[src/rtl/bpc_pkg.sv]
// Package for the button press classifier: widths, codes, state type and
// the shared time compare result. No dependencies.
`default_nettype none
package bpc_pkg;
	localparam int MAX_BUTTONS = 8;
	localparam int IDX_W       = $clog2(MAX_BUTTONS);
	localparam int CNT_W       = 4;
	localparam int TIME_W      = 31;
	localparam int MS_W        = 16;
	localparam int SUM_W       = 33;
	localparam int CODE_W      = 8;
	localparam int CODES_W     = CODE_W * MAX_BUTTONS;
	localparam int FLAG_W      = 4;
	localparam int LEVELS_W    = 8;
	localparam int CFG_IDX_W   = 3;
	localparam int CFG_DATA_W  = 64;

	// flag bit positions
	localparam int FLAG_PRESSED = 0;
	localparam int FLAG_SHORT   = 1;
	localparam int FLAG_LONG    = 2;
	localparam int FLAG_REPEAT  = 3;

	localparam logic OP_SCAN  = 1'b0;
	localparam logic OP_FETCH = 1'b1;

	localparam logic [CNT_W-1:0] RST_BUTTON_COUNT = CNT_W'(8);
	localparam logic [MS_W-1:0]  RST_REPEAT_DELAY = MS_W'(500);
	localparam logic [MS_W-1:0]  RST_REPEAT_GAP   = MS_W'(100);
	localparam logic [MS_W-1:0]  RST_LONG_PRESS   = MS_W'(1000);

	typedef enum logic [CFG_IDX_W-1:0] {
		CFG_BUTTON_COUNT,
		CFG_REPEAT_DELAY,
		CFG_REPEAT_INTERVAL,
		CFG_LONG_PRESS,
		CFG_SHORT_CODES,
		CFG_LONG_CODES
	} cfg_reg_t;

	typedef enum logic [1:0] {
		ST_IDLE,
		ST_SCAN,
		ST_FETCH,
		ST_FINISH
	} state_t;

	typedef struct packed {
		logic hold_over;
		logic gap_over;
	} time_cmp_t;
endpackage
`default_nettype wire

[src/rtl/bpc_stream_if.sv]
// Request and response channel interfaces of the button press classifier.
// Depends on bpc_pkg.
`default_nettype none
interface bpc_req_if;
	logic                           valid;
	logic                           ready;
	logic                           operation;
	logic [bpc_pkg::TIME_W-1:0]     now_ms;
	logic [bpc_pkg::LEVELS_W-1:0]   button_levels;

	modport source(output valid, operation, now_ms, button_levels, input ready);
	modport sink(input valid, operation, now_ms, button_levels, output ready);
endinterface

interface bpc_rsp_if;
	logic                         valid;
	logic                         ready;
	logic                         pending;
	logic                         event_valid;
	logic [bpc_pkg::CODE_W-1:0]   key_code;

	modport source(output valid, pending, event_valid, key_code, input ready);
	modport sink(input valid, pending, event_valid, key_code, output ready);
endinterface
`default_nettype wire

[src/rtl/bpc_time_cmp.sv]
// Shared time compare unit: checks hold time and repeat gap against now.
// Depends on bpc_pkg.
`default_nettype none
module bpc_time_cmp (
	input  wire logic [bpc_pkg::TIME_W-1:0] now_ms,
	input  wire logic [bpc_pkg::TIME_W-1:0] press_ms,
	input  wire logic [bpc_pkg::TIME_W-1:0] repeat_ms,
	input  wire logic [bpc_pkg::MS_W-1:0]   hold_ms,
	input  wire logic [bpc_pkg::MS_W-1:0]   gap_ms,
	output bpc_pkg::time_cmp_t              res
);
	logic [bpc_pkg::SUM_W-1:0] now_ext;
	logic [bpc_pkg::SUM_W-1:0] hold_sum;
	logic [bpc_pkg::SUM_W-1:0] gap_sum;

	always_comb begin
		now_ext  = {{(bpc_pkg::SUM_W-bpc_pkg::TIME_W){1'b0}}, now_ms};
		hold_sum = {{(bpc_pkg::SUM_W-bpc_pkg::TIME_W){1'b0}}, press_ms}
			+ {{(bpc_pkg::SUM_W-bpc_pkg::MS_W){1'b0}}, hold_ms};
		gap_sum  = {{(bpc_pkg::SUM_W-bpc_pkg::TIME_W){1'b0}}, repeat_ms}
			+ {{(bpc_pkg::SUM_W-bpc_pkg::MS_W){1'b0}}, gap_ms};
		res.hold_over = now_ext > hold_sum;
		res.gap_over  = now_ext > gap_sum;
	end
endmodule
`default_nettype wire

[src/rtl/button_press_classifier.sv]
// Button press classifier top level: sequencer, flag store, config registers.
// Depends on bpc_pkg, bpc_stream_if, bpc_time_cmp.
//
//   channel  dir  beat payload                             handshake
//   req      in   operation, now_ms, button_levels         valid/ready
//   rsp      out  pending, event_valid, key_code           valid/ready
//   config   in   write_en, reg_index, write_data          write_en only
//
// One button is visited per cycle through the shared time compare unit.
// A scan passes through accept, one step for each button in use and result load,
// in that order; a fetch stops at the first flagged button or after the last one.
// req.ready is high only when the sequencer is idle; the result register holds
// a beat while rsp stalls and the next item is accepted meanwhile.
// Reset clears all flags, both timestamps and restores config defaults.
`default_nettype none
module button_press_classifier (
	input  wire logic                              clk,
	input  wire logic                              arst_n,
	bpc_req_if.sink                                req,
	bpc_rsp_if.source                              rsp,
	input  wire logic                              write_en,
	input  wire logic [bpc_pkg::CFG_IDX_W-1:0]     reg_index,
	input  wire logic [bpc_pkg::CFG_DATA_W-1:0]    write_data
);
	bpc_pkg::state_t state_q, state_d;

	logic [bpc_pkg::CNT_W-1:0]   count_q;
	logic [bpc_pkg::MS_W-1:0]    delay_q;
	logic [bpc_pkg::MS_W-1:0]    gap_q;
	logic [bpc_pkg::MS_W-1:0]    long_q;
	logic [bpc_pkg::CODES_W-1:0] short_codes_q;
	logic [bpc_pkg::CODES_W-1:0] long_codes_q;

	logic [bpc_pkg::FLAG_W-1:0]  flags_q [bpc_pkg::MAX_BUTTONS];
	logic [bpc_pkg::TIME_W-1:0]  press_q;
	logic [bpc_pkg::TIME_W-1:0]  repeat_q;
	logic [bpc_pkg::IDX_W-1:0]   idx_q;

	logic                          op_q;
	logic [bpc_pkg::TIME_W-1:0]    now_q;
	logic [bpc_pkg::LEVELS_W-1:0]  levels_q;
	logic                          pend_q;
	logic                          hit_q;
	logic [bpc_pkg::CODE_W-1:0]    code_q;

	logic                          rsp_valid_q;
	logic                          rsp_pending_q;
	logic                          rsp_event_q;
	logic [bpc_pkg::CODE_W-1:0]    rsp_code_q;

	logic [bpc_pkg::CNT_W-1:0]     n_use;
	logic                          last_btn;
	logic                          slot_free;
	logic                          accept;
	logic                          req_ready;
	logic                          step_scan;
	logic                          step_fetch;
	logic                          load_out;

	logic                          down;
	logic [bpc_pkg::FLAG_W-1:0]    f_cur;
	logic [bpc_pkg::FLAG_W-1:0]    f_new;
	logic                          set_times;
	logic                          set_repeat;
	logic                          step_pend;
	logic                          f_hit;
	logic                          f_clear;
	logic [bpc_pkg::CODE_W-1:0]    f_code;
	logic [bpc_pkg::MS_W-1:0]      hold_sel;
	bpc_pkg::time_cmp_t            cmp;

	bpc_time_cmp u_time_cmp (
		.now_ms    (now_q),
		.press_ms  (press_q),
		.repeat_ms (repeat_q),
		.hold_ms   (hold_sel),
		.gap_ms    (gap_q),
		.res       (cmp)
	);

	always_comb begin
		n_use = (count_q > bpc_pkg::CNT_W'(bpc_pkg::MAX_BUTTONS))
			? bpc_pkg::CNT_W'(bpc_pkg::MAX_BUTTONS) : count_q;
		last_btn  = (bpc_pkg::CNT_W'(idx_q) + bpc_pkg::CNT_W'(1)) == n_use;
		slot_free = !rsp_valid_q || rsp.ready;
		accept    = req.valid && req_ready;
	end

	// per-button step
	always_comb begin
		down     = levels_q[idx_q];
		f_cur    = flags_q[idx_q];
		hold_sel = down ? delay_q : long_q;
		f_new      = f_cur;
		set_times  = 1'b0;
		set_repeat = 1'b0;
		step_pend  = 1'b0;
		if (down && f_cur == '0) begin
			f_new[bpc_pkg::FLAG_PRESSED] = 1'b1;
			set_times = 1'b1;
		end else if (down && f_cur[bpc_pkg::FLAG_PRESSED]) begin
			if (cmp.hold_over && cmp.gap_over) begin
				f_new[bpc_pkg::FLAG_REPEAT] = 1'b1;
				set_repeat = 1'b1;
				step_pend  = 1'b1;
			end
		end else if (!down && f_cur[bpc_pkg::FLAG_PRESSED]) begin
			if (f_cur[bpc_pkg::FLAG_REPEAT]) begin
				f_new = '0;
			end else begin
				if (cmp.hold_over)
					f_new[bpc_pkg::FLAG_LONG] = 1'b1;
				else
					f_new[bpc_pkg::FLAG_SHORT] = 1'b1;
				step_pend = 1'b1;
			end
		end

		f_hit   = 1'b0;
		f_clear = 1'b0;
		f_code  = '0;
		if (f_cur[bpc_pkg::FLAG_SHORT]) begin
			f_hit   = 1'b1;
			f_clear = 1'b1;
			f_code  = short_codes_q[idx_q*bpc_pkg::CODE_W +: bpc_pkg::CODE_W];
		end else if (f_cur[bpc_pkg::FLAG_LONG]) begin
			f_hit   = 1'b1;
			f_clear = 1'b1;
			f_code  = long_codes_q[idx_q*bpc_pkg::CODE_W +: bpc_pkg::CODE_W];
		end else if (f_cur[bpc_pkg::FLAG_REPEAT]) begin
			f_hit  = 1'b1;
			f_code = short_codes_q[idx_q*bpc_pkg::CODE_W +: bpc_pkg::CODE_W];
		end
	end

	// next state
	always_comb begin
		state_d = state_q;
		case (state_q)
			bpc_pkg::ST_IDLE: begin
				if (req.valid) begin
					if (n_use == '0)
						state_d = bpc_pkg::ST_FINISH;
					else if (req.operation == bpc_pkg::OP_FETCH)
						state_d = bpc_pkg::ST_FETCH;
					else
						state_d = bpc_pkg::ST_SCAN;
				end
			end
			bpc_pkg::ST_SCAN: begin
				if (last_btn)
					state_d = bpc_pkg::ST_FINISH;
			end
			bpc_pkg::ST_FETCH: begin
				if (f_hit || last_btn)
					state_d = bpc_pkg::ST_FINISH;
			end
			bpc_pkg::ST_FINISH: begin
				if (slot_free)
					state_d = bpc_pkg::ST_IDLE;
			end
			default: state_d = bpc_pkg::ST_IDLE;
		endcase
	end

	// sequencer outputs
	always_comb begin
		req_ready  = 1'b0;
		step_scan  = 1'b0;
		step_fetch = 1'b0;
		load_out   = 1'b0;
		case (state_q)
			bpc_pkg::ST_IDLE:   req_ready  = 1'b1;
			bpc_pkg::ST_SCAN:   step_scan  = 1'b1;
			bpc_pkg::ST_FETCH:  step_fetch = 1'b1;
			bpc_pkg::ST_FINISH: load_out   = slot_free;
			default: ;
		endcase
	end

	always_ff @(posedge clk or negedge arst_n) begin
		if (!arst_n) begin
			state_q       <= bpc_pkg::ST_IDLE;
			count_q       <= bpc_pkg::RST_BUTTON_COUNT;
			delay_q       <= bpc_pkg::RST_REPEAT_DELAY;
			gap_q         <= bpc_pkg::RST_REPEAT_GAP;
			long_q        <= bpc_pkg::RST_LONG_PRESS;
			short_codes_q <= '0;
			long_codes_q  <= '0;
			for (int i = 0; i < bpc_pkg::MAX_BUTTONS; i++)
				flags_q[i] <= '0;
			press_q     <= '0;
			repeat_q    <= '0;
			idx_q       <= '0;
			rsp_valid_q <= 1'b0;
		end else begin
			state_q <= state_d;
			if (write_en) begin
				case (bpc_pkg::cfg_reg_t'(reg_index))
					bpc_pkg::CFG_BUTTON_COUNT:
						count_q <= write_data[bpc_pkg::CNT_W-1:0];
					bpc_pkg::CFG_REPEAT_DELAY:
						delay_q <= write_data[bpc_pkg::MS_W-1:0];
					bpc_pkg::CFG_REPEAT_INTERVAL:
						gap_q <= write_data[bpc_pkg::MS_W-1:0];
					bpc_pkg::CFG_LONG_PRESS:
						long_q <= write_data[bpc_pkg::MS_W-1:0];
					bpc_pkg::CFG_SHORT_CODES:
						short_codes_q <= write_data[bpc_pkg::CODES_W-1:0];
					bpc_pkg::CFG_LONG_CODES:
						long_codes_q <= write_data[bpc_pkg::CODES_W-1:0];
					default: ;
				endcase
			end
			if (accept)
				idx_q <= '0;
			else if (step_scan || step_fetch)
				idx_q <= idx_q + bpc_pkg::IDX_W'(1);
			if (step_scan) begin
				flags_q[idx_q] <= f_new;
				if (set_times)
					press_q <= now_q;
				if (set_times || set_repeat)
					repeat_q <= now_q;
			end
			if (step_fetch && f_clear)
				flags_q[idx_q] <= '0;
			if (load_out)
				rsp_valid_q <= 1'b1;
			else if (rsp.ready)
				rsp_valid_q <= 1'b0;
		end
	end

	always_ff @(posedge clk) begin
		if (accept) begin
			op_q     <= req.operation;
			now_q    <= req.now_ms;
			levels_q <= req.button_levels;
			pend_q   <= 1'b0;
			hit_q    <= 1'b0;
			code_q   <= '0;
		end else begin
			if (step_scan && step_pend)
				pend_q <= 1'b1;
			if (step_fetch && f_hit) begin
				hit_q  <= 1'b1;
				code_q <= f_code;
			end
		end
		if (load_out) begin
			rsp_pending_q <= pend_q && (op_q == bpc_pkg::OP_SCAN);
			rsp_event_q   <= hit_q;
			rsp_code_q    <= code_q;
		end
	end

	assign req.ready       = req_ready;
	assign rsp.valid       = rsp_valid_q;
	assign rsp.pending     = rsp_pending_q;
	assign rsp.event_valid = rsp_event_q;
	assign rsp.key_code    = rsp_code_q;
endmodule
`default_nettype wire

[src/flat_wrapper.sv]
// flat-port wrapper written by rule: the top's interface ports become plain ports
module button_press_classifier_flat 
  (clk, arst_n, write_en, reg_index, write_data, req_valid, req_operation, req_now_ms, req_button_levels, req_ready, rsp_valid, rsp_pending, rsp_event_valid, rsp_key_code, rsp_ready);
  bpc_req_if req_i ();
  bpc_rsp_if rsp_i ();
  input  wire logic clk;
  input  wire logic arst_n;
  input  wire logic write_en;
  input  wire logic [bpc_pkg::CFG_IDX_W-1:0] reg_index;
  input  wire logic [bpc_pkg::CFG_DATA_W-1:0] write_data;
  input wire logic [$bits(req_i.valid)-1:0] req_valid;
  input wire logic [$bits(req_i.operation)-1:0] req_operation;
  input wire logic [$bits(req_i.now_ms)-1:0] req_now_ms;
  input wire logic [$bits(req_i.button_levels)-1:0] req_button_levels;
  output wire logic [$bits(req_i.ready)-1:0] req_ready;
  output wire logic [$bits(rsp_i.valid)-1:0] rsp_valid;
  output wire logic [$bits(rsp_i.pending)-1:0] rsp_pending;
  output wire logic [$bits(rsp_i.event_valid)-1:0] rsp_event_valid;
  output wire logic [$bits(rsp_i.key_code)-1:0] rsp_key_code;
  input wire logic [$bits(rsp_i.ready)-1:0] rsp_ready;
  assign req_i.valid = req_valid;
  assign req_i.operation = req_operation;
  assign req_i.now_ms = req_now_ms;
  assign req_i.button_levels = req_button_levels;
  assign req_ready = req_i.ready;
  assign rsp_valid = rsp_i.valid;
  assign rsp_pending = rsp_i.pending;
  assign rsp_event_valid = rsp_i.event_valid;
  assign rsp_key_code = rsp_i.key_code;
  assign rsp_i.ready = rsp_ready;
  button_press_classifier u_core (.clk(clk), .arst_n(arst_n), .req(req_i), .rsp(rsp_i), .write_en(write_en), .reg_index(reg_index), .write_data(write_data));
endmodule
[config.mk]
export PLATFORM = sky130hd
export DESIGN_NAME = button_press_classifier_flat
export DESIGN_NICKNAME = d
export VERILOG_FILES = /design/src/rtl/bpc_pkg.sv /design/src/rtl/bpc_stream_if.sv /design/src/rtl/bpc_time_cmp.sv /design/src/rtl/button_press_classifier.sv /design/src/flat_wrapper.sv
export SDC_FILE = /design/constraint.sdc
export NUM_CORES = 1
export LEC_CHECK = 0
export BUFFER_PORTS_ARGS = -buffer_cell sky130_fd_sc_hd__buf_2
export CORE_MARGIN = 2
export CORE_UTILIZATION = 30
export DETAILED_ROUTE_END_ITERATION = 10
export PLACE_DENSITY = 0.53
export SYNTH_ARGS = -nofsm -noshare
export SYNTH_HDL_FRONTEND = slang
export SYNTH_SLANG_ARGS = --single-unit
[constraint.sdc]
create_clock -name clk -period 9.25 [get_ports clk]
set_input_delay 0 -clock clk [delete_from_list [all_inputs] [get_ports clk]]
set_output_delay 0 -clock clk [all_outputs]
set_load 0.02 [all_outputs]
## Yosys cells after proc, flatten, opt, wreduce, memory -nomap -nowiden

Cells that the tools add are included.
W data, S select, Z words.

- Register bits: 340
- Bits of input ports: 112
- Output and inout bits: 12
- Word-level logic and storage cells: 141

- $add $sub $neg: 4
- Magnitude comparators: 6
- Eq/ne operators: 13
- Shifts and indexed selects: 2
- Multiplexer cells: 53
- Bitwise logic cells: 4
- Reductions and logical operators: 31

Operators by type and width:

| kind | count |
|---|---|
| $shiftx A64 B7 Y8 | 2 |
| $add A31 B16 Y32 | 2 |
| $mux W32 | 2 |
| $gt A31 B33 Y1 | 1 |
| $and A32 B32 Y32 | 1 |
| $bwmux W32 | 1 |
| $gt A31 B32 Y1 | 1 |
| $not A32 Y32 | 1 |
| $mux W1 | 26 |
| $mux W8 | 3 |
| $mux W4 | 5 |
| $mux W16 | 1 |
| $reduce_and A2 Y1 | 8 |
| $mux W2 | 7 |
| $bmux W4 S3 | 1 |
| $demux W4 S3 | 1 |
| $mux W3 | 4 |
| $logic_and A1 B1 Y1 | 10 |
| $logic_not A4 Y1 | 2 |
| $pmux W2 S4 | 1 |
| $eq A3 B2 Y1 const B | 2 |
| $eq A3 B3 Y1 const B | 2 |
| $ne A2 B1 Y1 const B | 3 |
| $add A3 B1 Y4 const B | 1 |
| other kinds (19) | 25 |

## Logic depth before layout (Yosys ltp)

- Depth in word-level cells: 14
- Mapped depth: 27
- Mapped depth without buffers: 24

## Cells and area by module

A second synthesis with hierarchy kept.

- Cell total of the unflattened synthesis: 1,471
- Area, all modules: 17,827.1 um2

By module, submodules not included:

| module | times used | cells each | area an instance (um2) | seq. area each (um2) |
|---|---|---|---|---|
| button_press_classifier | 1 | 989 | 14,292.5 | 8,728.4 |
| bpc_time_cmp | 1 | 482 | 3,534.6 | 0.0 |

## Worst setup path after synthesis

No wires, ideal clock.

- Kind: register to register
- Start: register u_core.idx_q[0] (netlist bit)
- End: register u_core.repeat_q[22] (netlist bit)
- Setup time: 0.127 ns
- Arrival time: 6.283 ns
- Data required time: 9.123 ns
- Setup slack: 2.840 ns
- Stages on the path, launching flop included: 28
- Buffers on the path: 4
- Clock period less this slack: 6.410 ns
- Cell sequence: dfrtp_1 -> buf_6 -> mux2_4 -> a22oi_1 -> nor2_1 -> or3_1 -> buf_2 -> buf_1 -> mux2_2 -> ha_1 -> a211o_1 -> a211oi_1 -> nor3_1 -> o21a_1 -> or2_2 -> o311ai_1 -> nor2_1 -> xnor2_1 -> ha_1 -> nand4_1 -> nor4_1 -> nand3_1 -> a21boi_0 -> a31oi_1 -> nor2_1 -> a31oi_4 -> buf_6 -> mux2_1

- Word-level cells in the longest chain between the ends: 11
- Elaborated cells on any way between the ends: 19
- Classes of those cells: add/sub: 1; order compare: 1; mux: 10; bitwise: 1; reduce/logical: 6

Ends and longest elaborated chain:

| item | line | source |
|---|---|---|
| from (decl) | button_press_classifier.sv:37 | `logic [bpc_pkg::IDX_W-1:0] idx_q;` |
| from (signal assigned) | button_press_classifier.sv:218 | `idx_q <= idx_q + bpc_pkg::IDX_W'(1);` |
| $bmux W1 S3 | button_press_classifier.sv:91 | `down = levels_q[idx_q];` |
| $mux W1 (not written as such) | button_press_classifier.sv:91 |  |
| $mux W16 | button_press_classifier.sv:93 | `hold_sel = down ? delay_q : long_q;` |
| $add A31 B16 Y32 | bpc_time_cmp.sv:19 | `+ {{(bpc_pkg::SUM_W-bpc_pkg::MS_W){1'b0}}, hold_ms};` |
| $gt A31 B33 Y1 | bpc_time_cmp.sv:22 | `res.hold_over = now_ext > hold_sum;` |
| $logic_and A1 B1 Y1 | button_press_classifier.sv:102 | `if (cmp.hold_over && cmp.gap_over) begin` |
| $mux W1 | button_press_classifier.sv:102 |  |
| $mux W1 | button_press_classifier.sv:101 | `end else if (down && f_cur[bpc_pkg::FLAG_PRESSED]) begin` |
| $mux W1 | button_press_classifier.sv:98 | `if (down && f_cur == '0) begin` |
| $logic_or A1 B1 Y1 * | button_press_classifier.sv:223 | `if (set_times \|\| set_repeat)` |
| $reduce_and A2 Y1 (no line) * | -- |  |
| to (signal assigned) | button_press_classifier.sv:224 | `repeat_q <= now_q;` |
| to (decl) | button_press_classifier.sv:36 | `logic [bpc_pkg::TIME_W-1:0] repeat_q;` |

Mark *: on every way between the ends. The rest lies on a longest branch, timed or not. The select of a mux whose other input is x is not followed.
A chain may end at the register's enable or synchronous reset.

## Worst setup path after layout

- Start: register u_core.idx_q[0] (netlist bit)
- End: register u_core.repeat_q[28] (netlist bit)

Same word-level chain as after synthesis.

==> results.sh <==
export IMPL_async_flop_share=0.8235
export IMPL_cp_required_ns=9.70
export IMPL_fin_tns_setup_ns=0
export IMPL_clockRootBuffer="clkbuf_16"
export IMPL_final_hold_viol_count=0
export IMPL_fin_crit_ns=8.199
export IMPL_gr_total_overflow=0
export IMPL_cts_tree="done"
export IMPL_crit_path_max_fanout=25
export IMPL_avgViaCountPerCell=5.065
export IMPL_firstDrtPassIters=6
export IMPL_finalCritPeriodShare=0.8864
export IMPL_ir_worst_vdd_v=0.0001625
export IMPL_finalWirelength_um=47910
export IMPL_timing_rr_start="u_core.idx_q[0]"
export IMPL_startpoint_type="register"
export IMPL_gp_congestion=0.8538
export IMPL_setup_violations=0
export IMPL_die_height_um=243.7
export IMPL_max_freq_mhz=122.0
export IMPL_clockBufferDepth=3
export IMPL_drt_iter0_markers=751
export IMPL_htreeDepth=2
export IMPL_syn_inst=1397
export IMPL_rsz0062_at_grt="no"
export IMPL_clk_latency_ns=0.60
export IMPL_synth_edff_count=50
export IMPL_drc=0
export IMPL_dp_hpwl_um=32950
export IMPL_die_x_um=243.7
export IMPL_ys_flop_type="dfrtp_1"
export IMPL_grt_max_degree=94
export IMPL_antenna_found_initial=3
export IMPL_start_util=0.3045
export IMPL_clkSinkCount=340
export IMPL_yosysWarnings=0
export IMPL_yosys_area_top_type="dfrtp_1"
export IMPL_p_total_mw=7.099
export IMPL_ys_types=72
export IMPL_grt_pass1_vias=12780
export IMPL_numCtsBuffers=40
export IMPL_drive_gt1_frac=0.2860
export IMPL_ioPinCount=124
export IMPL_crit_path_end_kind="register"
export IMPL_drv_cap=0
export IMPL_diodes=0
export IMPL_worstMarginPinSlew_ns=1.099
export IMPL_ant_nets=0
export IMPL_via_count=12310
export IMPL_synth_seq_cells=340
export IMPL_area_delta_synth_final_pct=23.33
export IMPL_path_clk_slew_ns=0.06
export IMPL_finClkSkew_ns=0.03590
export IMPL_rows=87
export IMPL_grt_util_all_layers=0.1616
export IMPL_syn_nets=1610
export IMPL_finalNetCount=1856
export IMPL_dieArea_um2=59390
export IMPL_place_port_buffers=123
export IMPL_p_leak_nw=8.855
export IMPL_slew_headroom=0.2632
export IMPL_path_class="register to register"
export IMPL_wl_per_cell_um=19.71
export IMPL_finalMaxSlewViolations=0
export IMPL_critPathArrivalTime_ns=8.65
export IMPL_hold_class="primary input to async pin"
export IMPL_syn_area_per_cell_um2=12.34
export IMPL_synthesis_area_um2=17240
export IMPL_synth_seq_area_share=0.5064
export IMPL_hold_worst_slack_ns=0.01243
export IMPL_grt_pass1_wl_um=75070
export IMPL_synth_top_area_frac=0.3833
export IMPL_coreArea_um2=56600
export IMPL_status="completed"
export IMPL_crit_start="u_core.idx_q[0]"
export IMPL_power_density_nw_per_um2=333.9
export IMPL_synth_top_cells_by_area="dfrtp_1 (38%), mux2_2 (15%), edfxtp_1 (8.7%)"
==> timing repair <==
item / in CTS / in global routing
endpoints found under the hold margin: 314 / 0
gates resized for setup: 0 / 0
buffers inserted: 0 / 0
hold buffers: 109 / 0
==> layout make-up <==
type | instances | area, um2
fillers | 5568 | 35350
flip-flops and latches | 340 | 8728
multi-input cells | 986 | 8242
repair buffers | 254 | 1882
clock buffers | 57 | 1167
well taps | 756 | 945.9
clock inverters | 17 | 214.0
inverters | 21 | 78.83
==> flip-flops by register name, summed over array words and instances (netlist names), 2 cells and up, named ones only <==
register,count
u_core.long_codes_q,64
u_core.short_codes_q,64
u_core.now_q,31
u_core.press_q,31
u_core.repeat_q,31
u_core.flags_q,24
u_core.delay_q,16
u_core.gap_q,16
u_core.long_q,16
u_core.code_q,8
u_core.levels_q,8
u_core.rsp.key_code,8
u_core.count_q,4
u_core.idx_q,3
u_core.state_q,2
==> report_power, final <==
| part | leakage (nW) | internal [mW] | total [mW] | switching, mW |
|---|---|---|---|---|
| sequential | 3.95 | 1.99 | 2.30 | 0.312 |
| clock | 0.673 | 0.951 | 1.62 | 0.673 |
| combinational | 4.23 | 1.39 | 3.18 | 1.79 |
| total | 8.86 | 4.32 | 7.10 | 2.78 |
==> cells by family after synthesis <==
| logic type | Yosys count | share of synthesized area |
|---|---|---|
| fa+ha+maj | 101 | 0.07419 |
| compound gates | 280 | 0.1164 |
| xor+xnor | 61 | 0.03100 |
| simple gates | 280 | 0.08043 |
| flops | 340 | 0.5064 |
| buf+inv | 71 | 0.01851 |
| mux | 264 | 0.1731 |
==> Yosys cell counts, types with 8 or more instances <==
cell and instances:
ha_1 99, nand3_1 24, nand2_1 73, nor3b_1 8
nand2b_1 17, o31ai_1 10, o21ai_0 40, dfstp_2 16
a22o_1 11, nor3_1 20, and3_1 9, nand4_1 16
buf_2 9, a21oi_1 45, a21o_1 15, a32o_1 8
nor4_1 10, a41o_1 9, xor2_1 18, mux2_2 228
a22oi_1 51, mux2_1 30, inv_1 21, a211oi_1 14
a31oi_1 16, a221oi_1 11, nor2_1 66, nor2b_1 11
edfxtp_1 50, dfxtp_1 10, dfrtp_1 264, clkbuf_1 32
xnor2_1 43
==> per-layer routing <==
layer,global-route usage,wire length (um)
met4,0.06098,1613
met2,0.2606,22380
met3,0.02732,1793
met5,0,12
met1,0.2171,22110
==> per-stage QoR <==
step	setup WS, ns	instances	area, um2	util
after floorplan	2.840	1397	17240	-
after global placement	1.269	2248	18790	0.3319
after detailed placement	1.088	2248	18790	0.3319
after CTS	1.058	2431	21260	0.3756
after global routing	0.4073	2431	21260	0.3756
final	1.051	2431	21260	0.3756
==> worst max-delay path: stages, from the launching register on <==
cell,delay [ns]
dfrtp_1,0.46
buf_4,0.35
nor2_1,0.12
a22oi_1,0.18
nor2_1,0.07
or3_1,0.77
mux2_2,0.45
ha_1,0.22
fa_1,0.41
a21o_1,0.17
a21o_1,0.19
a21oi_1,0.27
a211oi_1,0.14
o21a_1,0.25
o311ai_1,0.87
nor2_1,0.14
xnor2_1,0.18
ha_1,0.30
nand4_1,0.15
nor4_1,0.43
nand3_1,0.16
a21boi_0,0.17
a31oi_1,0.20
nor2_1,0.16
a31oi_4,0.48
buf_4,0.41
mux2_1,0.36
==> final timing paths <==
kind                                           endpoint  slack (ns)  depth (start not counted)
worst max-delay path                u_core.repeat_q[28]        1.05                         26
worst min-delay path                u_core.repeat_q[12]        0.01                          2
worst max register to register      u_core.repeat_q[28]        1.05                         26
worst min register to register   u_core.rsp.key_code[4]        0.44                          0
max in group asynchronous       u_core.long_codes_q[20]        7.15                          4
min in group clk                      u_core.count_q[0]        0.08                          4
==> placed cells by master, fill, tap and decap left out, types with 30 or more instances in the layout <==
master         netlist  final
o21ai_0             40     40
mux2_1              30     30
nor2_1              66     64
mux2_2             228    228
buf_2                9    122
nand2_1             73     73
a21oi_1             45     45
edfxtp_1            50     50
clkbuf_16            0     42
a22oi_1             51     51
xnor2_1             43     43
ha_1                99     99
dlygate4sd3_1        0    109
dfrtp_1            264    264
Power figures use the tool's default switching activity.
